$ cat config.mk
export PLATFORM = sky130hd
export DESIGN_NAME = echo_range_seven_segment_display
export DESIGN_NICKNAME = d
export VERILOG_FILES = /design/src/hw/rtl/erssd_pkg.sv /design/src/hw/rtl/erssd_front.sv /design/src/hw/rtl/erssd_range.sv /design/src/hw/rtl/erssd_digits.sv /design/src/hw/rtl/erssd_display.sv /design/src/hw/rtl/echo_range_seven_segment_display.sv
export VERILOG_INCLUDE_DIRS = /design/src /design/src/hw/rtl
export SDC_FILE = /design/constraint.sdc
export NUM_CORES = 1
export LEC_CHECK = 0
export BUFFER_PORTS_ARGS = -buffer_cell sky130_fd_sc_hd__buf_2
export CAP_MARGIN = 20
export CORE_MARGIN = 3
export CORE_UTILIZATION = 29
export CTS_CLUSTER_DIAMETER = 120
export DETAILED_ROUTE_END_ITERATION = 16
export SLEW_MARGIN = 10
export SYNTH_ARGS = -nofsm -noshare
export SYNTH_HDL_FRONTEND = slang
export SYNTH_SLANG_ARGS = --single-unit
$ cat constraint.sdc
create_clock -name clk_i -period 12.5 [get_ports clk_i]
set_input_delay 1.875 -clock clk_i [delete_from_list [all_inputs] [get_ports clk_i]]
set_output_delay 1.875 -clock clk_i [all_outputs]
set_load 0.05 [all_outputs]
$ cat src/hw/rtl/echo_range_seven_segment_display_assert.svh
// Assertion helpers shared by the rangefinder modules.
// Both expect clk_i and rst_ni in the scope where they are used.
`ifndef ECHO_RANGE_SEVEN_SEGMENT_DISPLAY_ASSERT_SVH
`define ECHO_RANGE_SEVEN_SEGMENT_DISPLAY_ASSERT_SVH

`define ERSSD_ASSERT_NEXT(name, pre, post, msg) \
  name: assert property (@(posedge clk_i) disable iff (!rst_ni) (pre) |=> (post)) \
    else $error(msg);

`define ERSSD_ASSERT_SAME(name, pre, post, msg) \
  name: assert property (@(posedge clk_i) disable iff (!rst_ni) (pre) |-> (post)) \
    else $error(msg);

`endif

$ cat src/hw/rtl/erssd_pkg.sv
package erssd_pkg;

  localparam int COUNT_BITS_DEFAULT = 16;
  localparam int DIST_BITS          = 14;
  localparam int DIST_MAX           = 9999;
  localparam int DWELL_BITS         = 16;
  localparam logic [DWELL_BITS-1:0] DWELL_RESET = 16'd625;

  // 8 us per tick over 58 us per centimeter reduces to 4/29.
  localparam int TICK_SHIFT  = 2;
  localparam int CM_DIVISOR  = 29;
  localparam int CM_DIV_BITS = 5;

  localparam int SEG_BITS       = 8;
  localparam int POS_BITS       = 2;
  localparam int NUM_DIGITS     = 4;
  localparam int BCD_BITS       = 4;
  localparam int IN_TDATA_BITS  = 8;
  localparam int OUT_TDATA_BITS = 32;

  typedef logic [BCD_BITS-1:0] bcd_t;
  typedef logic [NUM_DIGITS-1:0][BCD_BITS-1:0] bcd_word_t;

  typedef struct packed {
    logic                done;
    logic [POS_BITS-1:0] pos;
  } beat_tag_t;

  // Number of divide-by-ten steps needed so that the largest distance fits four digits.
  function automatic int decade_stages(int count_bits);
    logic [63:0] q;
    int          n;
    int          i;
    q = (((64'd1 << count_bits) - 64'd1) << TICK_SHIFT) / CM_DIVISOR;
    n = 0;
    for (i = 0; i < 10; i++) begin
      if (q > DIST_MAX) begin
        q = q / 10;
        n = n + 1;
      end
    end
    return n;
  endfunction

  function automatic logic [SEG_BITS-1:0] seg_of(bcd_t d);
    logic [SEG_BITS-1:0] s;
    case (d)
      4'd0:    s = 8'hFD;
      4'd1:    s = 8'h05;
      4'd2:    s = 8'h7B;
      4'd3:    s = 8'h6F;
      4'd4:    s = 8'h87;
      4'd5:    s = 8'hEE;
      4'd6:    s = 8'hFE;
      4'd7:    s = 8'h45;
      4'd8:    s = 8'hFF;
      4'd9:    s = 8'hEF;
      default: s = 8'h00;
    endcase
    return s;
  endfunction

endpackage

$ cat src/hw/rtl/erssd_front.sv
`include "echo_range_seven_segment_display_assert.svh"

module erssd_front import erssd_pkg::*; #(
  parameter int COUNT_BITS = COUNT_BITS_DEFAULT
) (
  input  logic                  clk_i,
  input  logic                  rst_ni,
  input  logic                  in_valid_i,
  output logic                  in_ready_o,
  input  logic                  echo_i,
  input  logic                  cfg_we_i,
  input  logic [DWELL_BITS-1:0] cfg_wdata_i,
  output logic                  out_valid_o,
  input  logic                  out_ready_i,
  output logic [COUNT_BITS-1:0] out_ticks_o,
  output beat_tag_t             out_tag_o
);

  localparam logic [COUNT_BITS-1:0] TICKS_MAX = '1;

  logic [COUNT_BITS-1:0] ticks_q, ticks_d;
  logic                  echo_prev_q;
  logic [DWELL_BITS-1:0] dwell_q;
  logic [DWELL_BITS-1:0] cnt_q, cnt_d;
  logic [POS_BITS-1:0]   pos_q, pos_d;
  logic                  a_valid_q;
  logic [COUNT_BITS-1:0] a_ticks_q;
  beat_tag_t             a_tag_q;
  logic                  accept;
  logic                  falling;
  logic [DWELL_BITS-1:0] dwell_eff;
  logic [DWELL_BITS-1:0] cnt_inc;

  assign in_ready_o = !a_valid_q || out_ready_i;
  assign accept     = in_valid_i && in_ready_o;
  assign falling    = !echo_i && echo_prev_q;

  always_comb begin
    ticks_d = ticks_q;
    if (echo_i && !echo_prev_q) begin
      ticks_d = '0;
    end else if (echo_i && (ticks_q != TICKS_MAX)) begin
      ticks_d = ticks_q + 1'b1;
    end
  end

  always_comb begin
    dwell_eff = (dwell_q == '0) ? DWELL_BITS'(1) : dwell_q;
    cnt_inc   = cnt_q + 1'b1;
    if (cnt_inc >= dwell_eff) begin
      cnt_d = '0;
      pos_d = pos_q + 1'b1;
    end else begin
      cnt_d = cnt_inc;
      pos_d = pos_q;
    end
  end

  always_ff @(posedge clk_i or negedge rst_ni) begin
    if (!rst_ni) begin
      ticks_q     <= '0;
      echo_prev_q <= 1'b0;
      dwell_q     <= DWELL_RESET;
      cnt_q       <= '0;
      pos_q       <= '0;
      a_valid_q   <= 1'b0;
    end else begin
      if (cfg_we_i) begin
        dwell_q <= cfg_wdata_i;
      end
      if (accept) begin
        ticks_q     <= ticks_d;
        echo_prev_q <= echo_i;
        cnt_q       <= cnt_d;
        pos_q       <= pos_d;
      end
      if (in_ready_o) begin
        a_valid_q <= in_valid_i;
      end
    end
  end

  always_ff @(posedge clk_i) begin
    if (accept) begin
      a_ticks_q    <= ticks_q;
      a_tag_q.done <= falling;
      a_tag_q.pos  <= pos_q;
    end
  end

  assign out_valid_o = a_valid_q;
  assign out_ticks_o = a_ticks_q;
  assign out_tag_o   = a_tag_q;

  `ERSSD_ASSERT_NEXT(a_fall_marks_done, accept && falling, a_valid_q && a_tag_q.done, "falling edge lost")
  `ERSSD_ASSERT_NEXT(a_ticks_saturate, accept && echo_i && echo_prev_q && (ticks_q == TICKS_MAX), ticks_q == TICKS_MAX, "echo counter wrapped")

endmodule

$ cat src/hw/rtl/erssd_range.sv
module erssd_range import erssd_pkg::*; #(
  parameter int COUNT_BITS = COUNT_BITS_DEFAULT
) (
  input  logic                  clk_i,
  input  logic                  rst_ni,
  input  logic                  in_valid_i,
  output logic                  in_ready_o,
  input  logic [COUNT_BITS-1:0] in_ticks_i,
  input  beat_tag_t             in_tag_i,
  output logic                  out_valid_o,
  input  logic                  out_ready_i,
  output logic [DIST_BITS-1:0]  out_dist_o,
  output beat_tag_t             out_tag_o
);

  localparam int NDIV  = decade_stages(COUNT_BITS);
  localparam int TB    = COUNT_BITS + TICK_SHIFT;
  localparam int SHIFT = TB + CM_DIV_BITS;
  localparam int MB    = SHIFT - 4;
  localparam int ML    = (MB + 1) / 2;
  localparam int MH    = MB - ML;
  localparam int PLW   = TB + ML;
  localparam int PHW   = TB + MH;
  localparam int PW    = TB + MB;
  localparam int QB    = PW - SHIFT;
  localparam int S10   = QB + 4;
  localparam int XW    = 2 * QB + 1;

  localparam logic [63:0]   M_FULL = ((64'd1 << SHIFT) + CM_DIVISOR - 1) / CM_DIVISOR;
  localparam logic [ML-1:0] M_LO   = M_FULL[ML-1:0];
  localparam logic [MH-1:0] M_HI   = M_FULL[MB-1:ML];
  localparam logic [63:0]   M10_FULL = ((64'd1 << S10) + 9) / 10;
  localparam logic [QB:0]   M10      = M10_FULL[QB:0];

  logic [TB-1:0]  t4;
  logic           b_valid_q;
  logic           b_ready;
  logic [PLW-1:0] b_lo_q;
  logic [PHW-1:0] b_hi_q;
  beat_tag_t      b_tag_q;
  logic [PW-1:0]  p_sum;

  logic [QB-1:0]  x_q   [NDIV+1];
  logic           v_q   [NDIV+1];
  beat_tag_t      tag_q [NDIV+1];
  logic           rdy   [NDIV+2];

  assign t4         = {in_ticks_i, {TICK_SHIFT{1'b0}}};
  assign b_ready    = !b_valid_q || rdy[0];
  assign in_ready_o = b_ready;
  assign rdy[NDIV+1] = out_ready_i;

  always_ff @(posedge clk_i or negedge rst_ni) begin
    if (!rst_ni) begin
      b_valid_q <= 1'b0;
    end else if (b_ready) begin
      b_valid_q <= in_valid_i;
    end
  end

  always_ff @(posedge clk_i) begin
    if (b_ready && in_valid_i) begin
      b_lo_q  <= PLW'(t4) * PLW'(M_LO);
      b_hi_q  <= PHW'(t4) * PHW'(M_HI);
      b_tag_q <= in_tag_i;
    end
  end

  assign p_sum = PW'(b_lo_q) + (PW'(b_hi_q) << ML);

  genvar k;
  generate
    for (k = 0; k <= NDIV; k++) begin : g_ready
      assign rdy[k] = !v_q[k] || rdy[k+1];
    end
  endgenerate

  always_ff @(posedge clk_i or negedge rst_ni) begin
    if (!rst_ni) begin
      v_q[0] <= 1'b0;
    end else if (rdy[0]) begin
      v_q[0] <= b_valid_q;
    end
  end

  always_ff @(posedge clk_i) begin
    if (rdy[0] && b_valid_q) begin
      x_q[0]   <= p_sum[SHIFT +: QB];
      tag_q[0] <= b_tag_q;
    end
  end

  generate
    for (k = 1; k <= NDIV; k++) begin : g_decade
      logic [XW-1:0] prod;
      logic [QB-1:0] nxt;

      assign prod = XW'(x_q[k-1]) * XW'(M10);
      assign nxt  = (x_q[k-1] > DIST_MAX) ? QB'(prod[S10 +: QB-3]) : x_q[k-1];

      always_ff @(posedge clk_i or negedge rst_ni) begin
        if (!rst_ni) begin
          v_q[k] <= 1'b0;
        end else if (rdy[k]) begin
          v_q[k] <= v_q[k-1];
        end
      end

      always_ff @(posedge clk_i) begin
        if (rdy[k] && v_q[k-1]) begin
          x_q[k]   <= nxt;
          tag_q[k] <= tag_q[k-1];
        end
      end
    end
  endgenerate

  assign out_valid_o = v_q[NDIV];
  assign out_dist_o  = DIST_BITS'(x_q[NDIV]);
  assign out_tag_o   = tag_q[NDIV];

endmodule

$ cat src/hw/rtl/erssd_digits.sv
module erssd_digits import erssd_pkg::*; (
  input  logic                 clk_i,
  input  logic                 rst_ni,
  input  logic                 in_valid_i,
  output logic                 in_ready_o,
  input  logic [DIST_BITS-1:0] in_dist_i,
  input  beat_tag_t            in_tag_i,
  output logic                 out_valid_o,
  input  logic                 out_ready_i,
  output logic [DIST_BITS-1:0] out_dist_o,
  output bcd_word_t            out_digits_o,
  output beat_tag_t            out_tag_o
);

  localparam int S1  = DIST_BITS + 4;
  localparam int S2  = DIST_BITS + 7;
  localparam int S3  = DIST_BITS + 10;
  localparam int MW  = 15;
  localparam int PRW = DIST_BITS + MW;
  localparam int Q1W = 10;
  localparam int Q2W = 7;
  localparam int Q3W = BCD_BITS;

  localparam logic [63:0] M1_FULL = ((64'd1 << S1) + 9) / 10;
  localparam logic [63:0] M2_FULL = ((64'd1 << S2) + 99) / 100;
  localparam logic [63:0] M3_FULL = ((64'd1 << S3) + 999) / 1000;
  localparam logic [MW-1:0] M1 = M1_FULL[MW-1:0];
  localparam logic [MW-1:0] M2 = M2_FULL[MW-1:0];
  localparam logic [MW-1:0] M3 = M3_FULL[MW-1:0];

  logic                 e_valid_q, f_valid_q;
  logic                 e_ready, f_ready;
  logic [DIST_BITS-1:0] e_x_q, f_x_q;
  logic [Q1W-1:0]       e_q1_q;
  logic [Q2W-1:0]       e_q2_q;
  logic [Q3W-1:0]       e_q3_q;
  beat_tag_t            e_tag_q, f_tag_q;
  bcd_word_t            f_digits_q;
  logic [PRW-1:0]       p1, p2, p3;
  logic [DIST_BITS-1:0] r0;
  logic [Q1W-1:0]       r1;
  logic [Q2W-1:0]       r2;

  assign f_ready    = !f_valid_q || out_ready_i;
  assign e_ready    = !e_valid_q || f_ready;
  assign in_ready_o = e_ready;

  assign p1 = PRW'(in_dist_i) * PRW'(M1);
  assign p2 = PRW'(in_dist_i) * PRW'(M2);
  assign p3 = PRW'(in_dist_i) * PRW'(M3);

  assign r0 = e_x_q - ((DIST_BITS'(e_q1_q) << 3) + (DIST_BITS'(e_q1_q) << 1));
  assign r1 = e_q1_q - ((Q1W'(e_q2_q) << 3) + (Q1W'(e_q2_q) << 1));
  assign r2 = e_q2_q - ((Q2W'(e_q3_q) << 3) + (Q2W'(e_q3_q) << 1));

  always_ff @(posedge clk_i or negedge rst_ni) begin
    if (!rst_ni) begin
      e_valid_q <= 1'b0;
      f_valid_q <= 1'b0;
    end else begin
      if (e_ready) begin
        e_valid_q <= in_valid_i;
      end
      if (f_ready) begin
        f_valid_q <= e_valid_q;
      end
    end
  end

  always_ff @(posedge clk_i) begin
    if (e_ready && in_valid_i) begin
      e_x_q   <= in_dist_i;
      e_q1_q  <= p1[S1 +: Q1W];
      e_q2_q  <= p2[S2 +: Q2W];
      e_q3_q  <= p3[S3 +: Q3W];
      e_tag_q <= in_tag_i;
    end
    if (f_ready && e_valid_q) begin
      f_x_q         <= e_x_q;
      f_digits_q[0] <= BCD_BITS'(r0);
      f_digits_q[1] <= BCD_BITS'(r1);
      f_digits_q[2] <= BCD_BITS'(r2);
      f_digits_q[3] <= e_q3_q;
      f_tag_q       <= e_tag_q;
    end
  end

  assign out_valid_o  = f_valid_q;
  assign out_dist_o   = f_x_q;
  assign out_digits_o = f_digits_q;
  assign out_tag_o    = f_tag_q;

endmodule

$ cat src/hw/rtl/erssd_display.sv
`include "echo_range_seven_segment_display_assert.svh"

module erssd_display import erssd_pkg::*; (
  input  logic                  clk_i,
  input  logic                  rst_ni,
  input  logic                  in_valid_i,
  output logic                  in_ready_o,
  input  logic [DIST_BITS-1:0]  in_dist_i,
  input  bcd_word_t             in_digits_i,
  input  beat_tag_t             in_tag_i,
  output logic                  out_valid_o,
  input  logic                  out_ready_i,
  output logic [SEG_BITS-1:0]   seg_o,
  output logic [NUM_DIGITS-1:0] sel_o,
  output logic [DIST_BITS-1:0]  dist_o,
  output logic                  done_o
);

  logic [DIST_BITS-1:0]  store_dist_q, new_dist;
  bcd_word_t             store_digits_q, new_digits;
  logic                  valid_q;
  logic                  take;
  logic [SEG_BITS-1:0]   seg_q;
  logic [NUM_DIGITS-1:0] sel_q;
  logic [DIST_BITS-1:0]  dist_q;
  logic                  done_q;

  assign in_ready_o = !valid_q || out_ready_i;
  assign take       = in_valid_i && in_ready_o;
  assign new_dist   = in_tag_i.done ? in_dist_i : store_dist_q;
  assign new_digits = in_tag_i.done ? in_digits_i : store_digits_q;

  always_ff @(posedge clk_i or negedge rst_ni) begin
    if (!rst_ni) begin
      valid_q        <= 1'b0;
      store_dist_q   <= '0;
      store_digits_q <= '0;
    end else begin
      if (in_ready_o) begin
        valid_q <= in_valid_i;
      end
      if (take && in_tag_i.done) begin
        store_dist_q   <= in_dist_i;
        store_digits_q <= in_digits_i;
      end
    end
  end

  always_ff @(posedge clk_i) begin
    if (take) begin
      seg_q  <= seg_of(new_digits[in_tag_i.pos]);
      sel_q  <= ~(NUM_DIGITS'(1) << in_tag_i.pos);
      dist_q <= new_dist;
      done_q <= in_tag_i.done;
    end
  end

  assign out_valid_o = valid_q;
  assign seg_o       = seg_q;
  assign sel_o       = sel_q;
  assign dist_o      = dist_q;
  assign done_o      = done_q;

  `ERSSD_ASSERT_SAME(a_one_digit_lit, valid_q, $onehot(~sel_q), "digit select not one-cold")
  `ERSSD_ASSERT_SAME(a_dist_in_range, valid_q, dist_q <= DIST_MAX, "distance above four digits")
  `ERSSD_ASSERT_NEXT(a_store_update, take && in_tag_i.done, store_dist_q == $past(in_dist_i), "distance not stored")

endmodule

$ cat src/hw/rtl/echo_range_seven_segment_display.sv
// A beat passes the front register, then the range registers with the N divide-by-ten stages
// that COUNT_BITS needs (N = 0 at 16 bits, 5 at 32 bits), then the digit and display
// registers. Throughput: one beat per cycle unless m_axis_tready stalls; every stage is a
// register with its own valid bit. Reset clears the echo counter, edge history, dwell
// counter, digit position and stored distance, and loads the dwell register with 625.
module echo_range_seven_segment_display import erssd_pkg::*; #(
  parameter int COUNT_BITS = COUNT_BITS_DEFAULT
) (
  input  logic                      clk_i,
  input  logic                      rst_ni,
  input  logic                      s_axis_tvalid,
  output logic                      s_axis_tready,
  // Bit 0: echo_level; the rest is zero fill.
  input  logic [IN_TDATA_BITS-1:0]  s_axis_tdata,
  output logic                      m_axis_tvalid,
  input  logic                      m_axis_tready,
  // Bits 7:0 segments, 11:8 digit_select, 25:12 distance_cm, 26 measurement_done.
  output logic [OUT_TDATA_BITS-1:0] m_axis_tdata,
  input  logic                      cfg_we_i,
  input  logic [DWELL_BITS-1:0]     cfg_wdata_i
);

  localparam int PAD_BITS = OUT_TDATA_BITS - SEG_BITS - NUM_DIGITS - DIST_BITS - 1;

  logic                  a_valid, a_ready;
  logic [COUNT_BITS-1:0] a_ticks;
  beat_tag_t             a_tag;
  logic                  r_valid, r_ready;
  logic [DIST_BITS-1:0]  r_dist;
  beat_tag_t             r_tag;
  logic                  d_valid, d_ready;
  logic [DIST_BITS-1:0]  d_dist;
  bcd_word_t             d_digits;
  beat_tag_t             d_tag;
  logic [SEG_BITS-1:0]   seg;
  logic [NUM_DIGITS-1:0] sel;
  logic [DIST_BITS-1:0]  distance;
  logic                  done;

  erssd_front #(.COUNT_BITS(COUNT_BITS)) u_front (
    .clk_i,
    .rst_ni,
    .in_valid_i  (s_axis_tvalid),
    .in_ready_o  (s_axis_tready),
    .echo_i      (s_axis_tdata[0]),
    .cfg_we_i,
    .cfg_wdata_i,
    .out_valid_o (a_valid),
    .out_ready_i (a_ready),
    .out_ticks_o (a_ticks),
    .out_tag_o   (a_tag)
  );

  erssd_range #(.COUNT_BITS(COUNT_BITS)) u_range (
    .clk_i,
    .rst_ni,
    .in_valid_i  (a_valid),
    .in_ready_o  (a_ready),
    .in_ticks_i  (a_ticks),
    .in_tag_i    (a_tag),
    .out_valid_o (r_valid),
    .out_ready_i (r_ready),
    .out_dist_o  (r_dist),
    .out_tag_o   (r_tag)
  );

  erssd_digits u_digits (
    .clk_i,
    .rst_ni,
    .in_valid_i   (r_valid),
    .in_ready_o   (r_ready),
    .in_dist_i    (r_dist),
    .in_tag_i     (r_tag),
    .out_valid_o  (d_valid),
    .out_ready_i  (d_ready),
    .out_dist_o   (d_dist),
    .out_digits_o (d_digits),
    .out_tag_o    (d_tag)
  );

  erssd_display u_display (
    .clk_i,
    .rst_ni,
    .in_valid_i  (d_valid),
    .in_ready_o  (d_ready),
    .in_dist_i   (d_dist),
    .in_digits_i (d_digits),
    .in_tag_i    (d_tag),
    .out_valid_o (m_axis_tvalid),
    .out_ready_i (m_axis_tready),
    .seg_o       (seg),
    .sel_o       (sel),
    .dist_o      (distance),
    .done_o      (done)
  );

  assign m_axis_tdata = {{PAD_BITS{1'b0}}, done, distance, sel, seg};

endmodule

==> summary.md <==
| Metric | Value |
|---|---|
| Result of the run | `finished clean` |
| Worst path most repeated cell | `sky130_fd_sc_hd__inv_1` |
| Post-synthesis adder-cell area fraction | `41.0%` |
| Global-route wire length before repair | `76,800 um` |
| Count of standard-cell rows | `103` |
| Multiplexer fraction of the synthesized cell area | `3.26%` |
| Synth area leaders | `sky130_fd_sc_hd__ha_1, sky130_fd_sc_hd__edfxtp_1, sky130_fd_sc_hd__fa_1, sky130_fd_sc_hd__dfrtp_1, sky130_fd_sc_hd__inv_1` |
| Synthesis-stage register bit count | `252` |
| Antenna cell count | `0` |
| Critical register-to-register path startpoint | `u_range.x_q[0][3]` |
| Worst-case clock skew | `0.0125 ns` |
| R2r endpoint | `u_digits.e_q1_q[2]` |
| Dominant cell by count in the synthesized netlist | `sky130_fd_sc_hd__inv_1` |
| Area share of the leading cell type in the synthesized netlist | `21.5%` |
| CP Cell Sequence | `inv_1 > ha_1 > inv_1 > ha_1 > inv_1 > fa_1 > inv_1 > fa_1 > inv_1 > fa_1 > fa_1 > inv_1 > ha_1 > a2111oi_0 > o21ai_0 > o221ai_1 > a21oi_1 > a21oi_1 > o21bai_1 > xor2_1` |
| Hpwl dp | `36,300 um` |
| Master of the slowest instance on the critical path | `sky130_fd_sc_hd__edfxtp_1` |
| Unique masters post-synth | `80` |
| Setup violators final | `0` |
| Maximum clock path buffer count | `3` |
| Worst Hold Endpoint | `u_digits.out_dist_o[8]` |
| Area share of xor/xnor cells in the synthesized design | `3.39%` |
| Total grt overflow | `0` |
| Number of buffers created by CTS | `25` |
| Type of the setup path with the least slack | `reg2reg` |
| Part of the Yosys area used for sequential elements | `30.4%` |
| Starting DRC count in detailed routing | `654` |
| DIE AREA | `84,500 um^2` |
| Clock-pin slew of the registers on the worst-case setup and hold paths | `0.08 ns` |
| Worst Max-Slew Pin Slew | `0.920 ns` |
| Endpoint type of the worst setup path | `register` |
| WP data arrival | `6.44 ns` |
| Placement-stage cell area | `25,100 um^2` |
| Fraction of the mapped netlist area in compound gates | `7.66%` |
| Largest delay contributor family on the critical path | `adder cells` |
| Required time of the worst setup path | `12.77 ns` |
| Number of primary I/O pins | `63` |
| Fraction of final layout cells with drive strength greater than 1 | `8.74%` |
| Number of optimization iterations in the first detailed-route pass | `5` |
| Wire per inst | `13.9 um` |
| Number of global-route vias before repair | `15,100` |
| Number of buffers inserted for hold repair after clock tree synthesis | `0` |
| Primary flip-flop cell chosen by synthesis mapping | `sky130_fd_sc_hd__edfxtp_1` |
| Core outline area | `79,600 um^2` |
| Setup crit start kind | `register` |
| Worst slew margin relative to its limit | `38.6%` |
| Most numerous cell types in the synthesized netlist | `sky130_fd_sc_hd__inv_1, sky130_fd_sc_hd__ha_1, sky130_fd_sc_hd__fa_1, sky130_fd_sc_hd__edfxtp_1, sky130_fd_sc_hd__nand2_1` |
| Buf+Inv Stages, Crit Path | `6` |
| Layout overhead on the synthesized area | `10.0%` |
| Synthesized instance count | `2,108` |
| Gates resized, CTS repair | `0` |
| Vertical die dimension | `291 um` |
| Share of the cycle needed by the critical path after routing | `49.4%` |
| Endpoints failing hold | `0` |
| Top cell type by total area after synthesis | `sky130_fd_sc_hd__ha_1` |
| Area of all placed cells without fillers | `25,900 um^2` |
| Setup repair after global routing missed its margin | `no` |
| Avg Inst Size Synth | `11.1 um^2` |
| Flop-to-flop setup slack | `6.33 ns` |
| H-tree Lvls | `1` |
| Number of violations of the max-capacitance limit | `0` |
| Wire length reported by the detailed router | `45,100 um` |
| Die X | `291 um` |
| Basic-gate share of the synthesized area counting and, or, nand and nor cells | `5.70%` |
| Post-Synthesis Cell Area | `23,500 um^2` |
| Total number of nets in the final design | `2,840` |
| Global-route usage over all layers | `10.9%` |
| Hold Path Origin | `u_digits.e_x_q[8]` |
| Share of synthesized flip-flops with an asynchronous set or reset | `34.5%` |
| Critical Path Max Stage Delay | `0.87 ns` |
| Number of enable-type register cells in the synthesized netlist | `165` |
| Library cell used as clock root buffer | `sky130_fd_sc_hd__clkbuf_16` |
| Insertion delay to the later sink of the worst-skew pair | `0.53 ns` |
| Antenna violations before repair | `0` |
| Count of nets left with antenna violations after detail routing | `0` |
| TritonCTS clock tree | `built` |
| Final min period | `6.17 ns` |
| Number of vias per cell | `4.38` |
| Worst min-delay path class | `reg2reg` |
| Dominant combinational cell family by area after synthesis | `adder cells` |
| Worst-case reg-to-reg path depth | `20` |
| Clock sinks | `252` |
| Number of max-slew violations in the final report | `0` |
| Number of buffers added on ports | `50` |
| Fmax | `162 MHz` |
| Cell depth of the worst hold path | `0` |
| Critical path fanouts, max | `11` |
| Number of remaining DRC errors | `0` |
| Final setup TNS | `0 ns` |
| Initial cell density of the core | `29.5%` |
| GPL Wtd Cong | `0.807` |
| Number of buffers added for setup after CTS | `0` |
| Count of synthesis-stage warnings from yosys | `0` |
| Count of vias placed by the detailed router | `14,200` |
| Largest net degree at the start of global routing | `63` |
## flip-flops by register name, summed over array words and instances (netlist names), 15 cells and up
register and count:
u_front.ticks_q 16, u_front.dwell_q 16, u_range.b_lo_q 15, u_display.store_digits_q 16, u_digits.out_digits_o 16, u_front.cnt_q 16
u_front.out_ticks_o 16, u_range.b_hi_q 23
## routing by layer
| metal | global-route usage, % | vias up | share of wire (%) |
|---|---|---|---|
| li1 | - | 7109 | - |
| met1 | 15.0 | 6917 | 48 |
| met2 | 18.9 | 158 | 48 |
| met3 | 1.22 | 46 | 2.6 |
| met4 | 1.82 | 0 | 1.9 |
| met5 | 0 | - | 0 |
## cells in the final DEF, fill, tap and decap left out, types with 25 or more instances in the layout
cell type / count
sky130_fd_sc_hd__mux2_2: 47
sky130_fd_sc_hd__ha_1: 403
sky130_fd_sc_hd__o21ai_0: 66
sky130_fd_sc_hd__a21oi_1: 48
sky130_fd_sc_hd__clkbuf_16: 25
sky130_fd_sc_hd__xor2_1: 26
sky130_fd_sc_hd__nand2_1: 88
sky130_fd_sc_hd__a21o_1: 39
sky130_fd_sc_hd__buf_2: 49
sky130_fd_sc_hd__xnor2_1: 65
sky130_fd_sc_hd__inv_1: 505
sky130_fd_sc_hd__dfrtp_1: 82
sky130_fd_sc_hd__nand3_1: 26
sky130_fd_sc_hd__fa_1: 229
sky130_fd_sc_hd__nor2_1: 54
sky130_fd_sc_hd__edfxtp_1: 165
## cell type report
type	count	area (um^2)
repair buffers	65	365
multi-input cells	1329	14400
inverters	506	1900
clock inverters	15	114
fillers	8121	53800
clock buffers	30	664
well taps	1050	1310
flip-flops and latches	252	7140
## how the worst max path moves through the flow
stage                            start  cells past startpoint                 end  slack (ns)
floorplan           u_range.x_q[0][12]                     19  u_digits.e_q1_q[2]        7.18
global route         u_range.x_q[0][3]                     20  u_digits.e_q1_q[2]        5.94
finish               u_range.x_q[0][3]                     20  u_digits.e_q1_q[2]        6.33
detailed placement   u_range.x_q[0][3]                     20  u_digits.e_q1_q[2]        6.25
global placement     u_range.x_q[0][3]                     20  u_digits.e_q1_q[2]        6.36
CTS                  u_range.x_q[0][3]                     20  u_digits.e_q1_q[2]        6.22
## per-stage QoR
stage                     hold WS, ns  util, %  cells  setup slack, ns
final                           0.418     32.5   3247             6.33
after global routing            0.425     32.5   3247             5.94
after CTS                       0.420     32.5   3247             6.22
after detailed placement        0.405     31.5   3202             6.25
after global placement          0.402     31.5   3202             6.36
after floorplan                 0.400        -   2112             7.18
## cells by family after synthesis
kind of cell / Yosys count
AO/OA/AOI/OAI: 266
XOR/XNOR: 91
adder cells (fa/ha/maj): 632
buffers and inverters: 531
flip-flops: 252
multiplexers: 59
other: 1
AND/OR/NAND/NOR: 276
Power is not shown: default switching activity piles up to over one toggle a cycle in this logic, so the estimate is an artifact.
